--- config.mk ---
export PLATFORM = sky130hd
export DESIGN_NAME = wcht_ctrl
export DESIGN_NICKNAME = d
export VERILOG_FILES = /design/src/design/wcht_pkg.sv /design/src/design/wcht_ctrl.sv
export SDC_FILE = /design/constraint.sdc
export NUM_CORES = 1
export LEC_CHECK = 0
export ABC_AREA = 1
export BUFFER_PORTS_ARGS = -buffer_cell sky130_fd_sc_hd__buf_4
export CAP_MARGIN = 10
export CORE_AREA = 2 2 39 41
export CTS_BUF_LIST = sky130_fd_sc_hd__clkbuf_16
export DETAILED_ROUTE_END_ITERATION = 10
export DIE_AREA = 0 0 41 43
export PLACE_DENSITY = 0.67
export SLEW_MARGIN = 0
export SYNTH_ARGS = -nofsm -noshare
export SYNTH_HDL_FRONTEND = slang
export SYNTH_SLANG_ARGS = --single-unit
--- constraint.sdc ---
create_clock -name clock -period 1.2 [get_ports clock]
set_input_delay 0.06 -clock clock [delete_from_list [all_inputs] [get_ports clock]]
set_output_delay 0.06 -clock clock [all_outputs]
set_load 0.05 [all_outputs]
--- src/design/wcht_pkg.sv ---
// Shared types and constants for the word count hash table.
package wcht_pkg;

   localparam int TableSlots = 4096;
   localparam int MaxWordLen = 16;
   localparam int SlotBits = $clog2(TableSlots);
   localparam int PosBits = $clog2(MaxWordLen + 2);
   localparam int EntryBits = SlotBits + 1;
   localparam int KeyAddrBits = SlotBits + $clog2(MaxWordLen);
   localparam int ProbeBits = SlotBits + 1;

   localparam logic [31:0] HashInit = 32'd2166136261;
   localparam logic [31:0] HashPrime = 32'd16777619;
   localparam logic [31:0] CntMax = 32'hFFFF_FFFF;

   localparam logic [0:0] CsrInsertEnable = 1'd0;
   localparam logic [0:0] CsrMaxEntries = 1'd1;

   typedef enum logic [1:0] {
      STATUS_OK        = 2'd0,
      STATUS_NOT_FOUND = 2'd1,
      STATUS_FULL      = 2'd2,
      STATUS_TOO_LONG  = 2'd3
   } status_type;

   typedef enum logic [3:0] {
      ST_IDLE,
      ST_CLEAR,
      ST_SLOT_RD,
      ST_SLOT_WAIT,
      ST_SLOT_CHK,
      ST_KEY_RD,
      ST_KEY_WAIT,
      ST_KEY_CHK,
      ST_CNT_WAIT,
      ST_UPDATE,
      ST_WRITE_KEY
   } state_type;

   // Controller to datapath.
   typedef struct packed {
      logic clear_step;
      logic clear_init;
      logic take_byte;
      logic probe_init;
      logic slot_read;
      logic key_init;
      logic key_read;
      logic key_next;
      logic probe_next;
      logic cnt_read;
      logic do_update;
      logic do_insert;
      logic wkey_step;
      logic rsp_fire;
      status_type rsp_status;
   } ctrl_type;

   // Datapath to controller.
   typedef struct packed {
      logic clear_done;
      logic last_byte;
      logic too_long;
      logic slot_valid;
      logic len_match;
      logic key_byte_eq;
      logic key_done;
      logic probe_done;
      logic counting;
      logic table_full;
      logic wkey_done;
   } stat_type;

endpackage

--- src/design/wcht_ctrl.sv ---
// Controller state machine for the word count hash table.
module wcht_ctrl (
   input  logic               clock,
   input  logic               reset,
   input  logic               req_start,
   output logic               req_busy,
   input  wcht_pkg::stat_type stat,
   output wcht_pkg::ctrl_type ctrl
);
   wcht_pkg::state_type state_ff, state_in;

   always_ff @(posedge clock) begin
      if (reset) begin
         state_ff <= wcht_pkg::ST_CLEAR;
      end else begin
         state_ff <= state_in;
      end
   end

   always_comb begin
      state_in = state_ff;
      ctrl = '0;
      ctrl.rsp_status = wcht_pkg::STATUS_OK;
      req_busy = 1'b1;
      unique case (state_ff)
         wcht_pkg::ST_CLEAR: begin
            ctrl.clear_step = 1'b1;
            if (stat.clear_done) begin
               state_in = wcht_pkg::ST_IDLE;
            end
         end
         wcht_pkg::ST_IDLE: begin
            req_busy = 1'b0;
            if (req_start) begin
               ctrl.take_byte = 1'b1;
               if (stat.last_byte) begin
                  if (stat.too_long) begin
                     ctrl.rsp_fire = 1'b1;
                     ctrl.rsp_status = wcht_pkg::STATUS_TOO_LONG;
                  end else begin
                     ctrl.probe_init = 1'b1;
                     state_in = wcht_pkg::ST_SLOT_RD;
                  end
               end
            end
         end
         wcht_pkg::ST_SLOT_RD: begin
            ctrl.slot_read = 1'b1;
            state_in = wcht_pkg::ST_SLOT_WAIT;
         end
         wcht_pkg::ST_SLOT_WAIT: begin
            state_in = wcht_pkg::ST_SLOT_CHK;
         end
         wcht_pkg::ST_SLOT_CHK: begin
            if (!stat.slot_valid) begin
               if (!stat.counting) begin
                  ctrl.rsp_fire = 1'b1;
                  ctrl.rsp_status = wcht_pkg::STATUS_NOT_FOUND;
                  state_in = wcht_pkg::ST_IDLE;
               end else if (stat.table_full) begin
                  ctrl.rsp_fire = 1'b1;
                  ctrl.rsp_status = wcht_pkg::STATUS_FULL;
                  state_in = wcht_pkg::ST_IDLE;
               end else begin
                  ctrl.do_insert = 1'b1;
                  state_in = wcht_pkg::ST_WRITE_KEY;
               end
            end else if (stat.len_match) begin
               ctrl.key_init = 1'b1;
               state_in = wcht_pkg::ST_KEY_RD;
            end else begin
               ctrl.probe_next = 1'b1;
               state_in = wcht_pkg::ST_SLOT_RD;
            end
            if (stat.slot_valid && !stat.len_match && stat.probe_done) begin
               ctrl.probe_next = 1'b0;
               ctrl.rsp_fire = 1'b1;
               ctrl.rsp_status = stat.counting ? wcht_pkg::STATUS_FULL
                                               : wcht_pkg::STATUS_NOT_FOUND;
               state_in = wcht_pkg::ST_IDLE;
            end
         end
         wcht_pkg::ST_KEY_RD: begin
            if (stat.key_done) begin
               ctrl.cnt_read = 1'b1;
               state_in = wcht_pkg::ST_CNT_WAIT;
            end else begin
               ctrl.key_read = 1'b1;
               state_in = wcht_pkg::ST_KEY_WAIT;
            end
         end
         wcht_pkg::ST_KEY_WAIT: begin
            state_in = wcht_pkg::ST_KEY_CHK;
         end
         wcht_pkg::ST_KEY_CHK: begin
            if (stat.key_byte_eq) begin
               ctrl.key_next = 1'b1;
               state_in = wcht_pkg::ST_KEY_RD;
            end else if (stat.probe_done) begin
               ctrl.rsp_fire = 1'b1;
               ctrl.rsp_status = stat.counting ? wcht_pkg::STATUS_FULL
                                               : wcht_pkg::STATUS_NOT_FOUND;
               state_in = wcht_pkg::ST_IDLE;
            end else begin
               ctrl.probe_next = 1'b1;
               state_in = wcht_pkg::ST_SLOT_RD;
            end
         end
         wcht_pkg::ST_CNT_WAIT: begin
            state_in = wcht_pkg::ST_UPDATE;
         end
         wcht_pkg::ST_UPDATE: begin
            ctrl.do_update = 1'b1;
            ctrl.rsp_fire = 1'b1;
            state_in = wcht_pkg::ST_IDLE;
         end
         wcht_pkg::ST_WRITE_KEY: begin
            ctrl.wkey_step = 1'b1;
            if (stat.wkey_done) begin
               ctrl.rsp_fire = 1'b1;
               state_in = wcht_pkg::ST_IDLE;
            end
         end
         default: begin
            state_in = wcht_pkg::ST_IDLE;
         end
      endcase
   end
endmodule

==> flow_metrics.tcl, run 1 <==
set metrics [dict create \
    postCtsHoldBufs 0 \
    syn_inst 97 \
    dp_hpwl_mm 1.26 \
    crit_endpoint "ctrl[2]" \
    synthTopCellsByArea "nand2_1 (21%), dfxtp_1 (17%), inv_1 (16%), nor2_1 (16%), nand3_1 (7.3%)" \
    dp_cells 153 \
    grt_max_degree 6 \
    synth_cell_type_count 16 \
    clk_path_buf_depth 2 \
    synthFlopType "dfxtp_1" \
    portBuffers 29 \
    gp_congestion 0.777 \
    ys_ff_latch 4 \
    stop_stage "global routing" \
    avgSynthCellArea_um2 4.95 \
    synth_nets 111 \
    synth_edf_count 0 \
    worstEpCategory "primary output" \
    yosysSeqAreaShare 0.167 \
    cts-buffers-inserted 3 \
    netlist_top_cells_count "nand2_1 (27), inv_1 (21), nor2_1 (20), nand3_1 (7), dfxtp_1 (4)" \
    yosysTopAreaCell "nand2_1" \
    cts.sinks 4 \
    h-tree-depth 1 \
    syn-cell-area_um2 480 \
    synth_top_area_share 0.211 \
    status "did not finish" \
    io_pins 31 \
    async_reset_ff_frac 0 \
    yosysMostFrequentCell "nand2_1" \
    antenna_found_initial 0 \
    placed_area_um2 901 \
    die_h_um 43 \
    cts-root-buf "clkbuf_16" \
    error "[ERROR DPL-0033] detailed placement checks failed during check placement." \
    dieWidth_um 41 \
    initial_core_util 0.347 \
    synth_warnings 0 \
    std_cell_rows 14 \
]
## through the flow
stage	setup slack [ps]	TNS [ps]
detailed placement	-101	-303
CTS	-217	-2020
global placement	-113	-332
floorplan	-184	-867
## cells by family after synthesis
group	count (synthesis)	share of synthesized area
AND/OR/NAND/NOR	61	0.534
buffers and inverters	22	0.180
flip-flops	4	0.167
AO/OA/AOI/OAI	9	0.112
other	1	0.00781
## repair_timing
action | 4_1_cts
resized for setup | 59
pin swaps | 9
setup endpoints to repair | 17
endpoints found under the hold margin | 0
setup buffers | 9
==> run 2, diff against run 1 <==
CORE_AREA = 2 2 63 65   (was 2 2 39 41)
CTS_BUF_LIST = not set   (was sky130_fd_sc_hd__clkbuf_16)
DIE_AREA = 0 0 65 67   (was 0 0 41 43)
PLACE_DENSITY = not set   (was 0.67)
PLACE_DENSITY_LB_ADDON = 0.15   (was not set)
==> run 2 against run 1 <==
  * The flow now finishes, with violations (setup timing)
  * Area after synthesis stayed put
  * Synthesized cell count stayed put
==> flow_metrics.tcl, run 2 <==
set metrics [dict create \
    synthAdderAreaFrac 0 \
    drt-initial-drc-count 10 \
    crit_arrival_ps 1360 \
    cts.sinks 4 \
    fin_skew_ps 1.52 \
    path_max_fanout 4 \
    synthFlopType "dfxtp_1" \
    fin_cells 196 \
    top_regs "state_ff x4" \
    crit_slowest_cell "dfxtp_4" \
    synth_cell_type_count 16 \
    required_ps 1140 \
    die-area_mm2 0.00436 \
    initial_core_util 0.133 \
    ys_ff_latch 4 \
    clk_path_buf_depth 2 \
    synthTopCellsByArea "nand2_1 (21%), dfxtp_1 (17%), inv_1 (16%), nor2_1 (16%), nand3_1 (7.3%)" \
    min_period_ps 1420 \
    portBuffers 29 \
    antenna_found_initial 0 \
    routed_via_density 3.98 \
    syn-cell-area_um2 480 \
    synthMuxAreaShare 0 \
    dpl_worst_slack_ps -110 \
    seq_area_um2 92.6 \
    dp_cells 182 \
    largest_reg_flops 4 \
    failed_checks "setup timing" \
    fin_crit_sh 1.18 \
    finalWorstSetupSlack_ps -219 \
    cts_tree "done" \
    yosysSeqAreaShare 0.167 \
    cts-root-buf "clkbuf_8" \
    syn_inst 97 \
    critPathKind "reg -> out" \
    synth_edf_count 0 \
    clkTransAtPathRegs_ps 30 \
    synth_warnings 0 \
    die_h_um 67 \
    final_cell_mix "buf_4 (28), inv_1 (13), buf_6 (13)" \
    tns_ps -2110 \
    setup_viol 18 \
    rsz0062_at_grt "yes" \
    synth_compound_area_frac 0.112 \
    gp_congestion 0.708 \
    grt_max_degree 6 \
    endpoint_kind "primary output" \
    layout-drive-gt1-share 0.689 \
    hp-class "in -> reg" \
    h-tree-depth 1 \
    insertion_delay_ps 210 \
    core_area_mm2 0.00361 \
    fmax_mhz 705 \
    io_pins 31 \
    dieWidth_um 65 \
    wire_per_inst_um 10.3 \
    n_antenna_cell 0 \
    final_common_cell "buf_4" \
    rrSetupSlack_ps -110 \
    vdd_ir_drop_max_v 0.000379 \
    async_reset_ff_frac 0 \
    regMostFlops "state_ff" \
    dr.pass1.iters 4 \
    fin_nets 164 \
    synth_nets 111 \
    n_fill_cell 389 \
    dp_hpwl_mm 1.54 \
    cts-buffers-inserted 3 \
    yosysTopAreaCell "nand2_1" \
    synth_top_area_share 0.211 \
    path_delay_family "simple AND/OR/NAND/NOR gates" \
    cp.buffers_inverters 2 \
    vias 780 \
    routed_wl_mm 2.02 \
    synthSimpleGateAreaFrac 0.534 \
    multiInputGateArea_um2 513 \
    grt_overflow 0 \
    p_per_area_mw_per_mm2 710 \
    cp_cell_sequence "buf_6, nor2_4, nand2_4, nor2_4, nand3_4, o21ai_4, buf_6" \
    netlist_top_cells_count "nand2_1 (27), inv_1 (21), nor2_1 (20), nand3_1 (7), dfxtp_1 (4)" \
    synth_xor_xnor_area_share 0 \
    antenna_left 0 \
    drc 0 \
    avgSynthCellArea_um2 4.95 \
    hold_violations 0 \
    start_kind "flip-flop" \
    grt_pass1_wl_mm 3.38 \
    syn2layout_area_growth_pct 164 \
    cellLeakagePower_nw 0.604 \
    status "complete, but fails checks" \
    grt_pass1_vias 776 \
    grt_use_total 0.100 \
    maxCapViolations 0 \
    synth_top_family_by_area "simple AND/OR/NAND/NOR gates" \
    yosysMostFrequentCell "nand2_1" \
    std_cell_rows 22 \
    slowest_delay_ps 360 \
    slew_violations 0 \
]
[run 2: cell counts after synthesis]
Identical to the previous run, type by type.
[run 2: cell families after synthesis]
group	after synthesis
buffers and inverters	22
AND/OR/NAND/NOR	61
flip-flops	4
AO/OA/AOI/OAI	9
other	1
[run 2: where the power goes]
part	internal, W	switching [W]
combinational	0.000205	0.000253
sequential	0.000143	0.0000186
clock	0.000214	0.0000679
total	0.000562	0.000339
[run 2: path summary, 6_finish.rpt]
path	cells past startpoint	startpoint	endpoint
max	7	state_ff[1]	ctrl[0]
min	2	reset	state_ff[1]
max reg2reg	9	state_ff[1]	state_ff[1]
min reg2reg	4	state_ff[0]	state_ff[2]
[run 2: layer usage]
metal,GRT usage,wire length (um),up-vias
li1,-,-,399
met2,0.191,1080,23
met3,0.0270,116,0
met1,0.112,826,358
met5,0,0,-
met4,0.0160,0,0
[run 2: metrics by stage]
step	power [W]	util	instance area, um2	hold WS, ps
3_5_place_dp	0.000497	0.255	918	243
6_report	0.000901	0.352	1270	24.0
3_3_place_gp	0.000498	0.255	918	244
4_1_cts	0.000879	0.329	1180	17.1
2_1_floorplan	0.000372	-	581	115
5_1_grt	0.000952	0.352	1270	28.6
[run 2: repair_timing]
| item | 4_1_cts | 5_1_grt |
|---|---|---|
| hold buffers | 0 | 0 |
| setup buffers | 9 | 3 |
| resized for setup | 50 | 20 |
| pin swaps | 19 | 9 |
| setup endpoints to repair | 18 | 20 |
[run 2: final cells by class]
type                       count  area share
clock buffer                   3      0.0325
inverter                      21      0.0671
multi-input combinational     71       0.404
sequential                     4      0.0730
tap                           48      0.0473
timing repair buffer          49       0.376
Power figures use the tool's default switching activity.
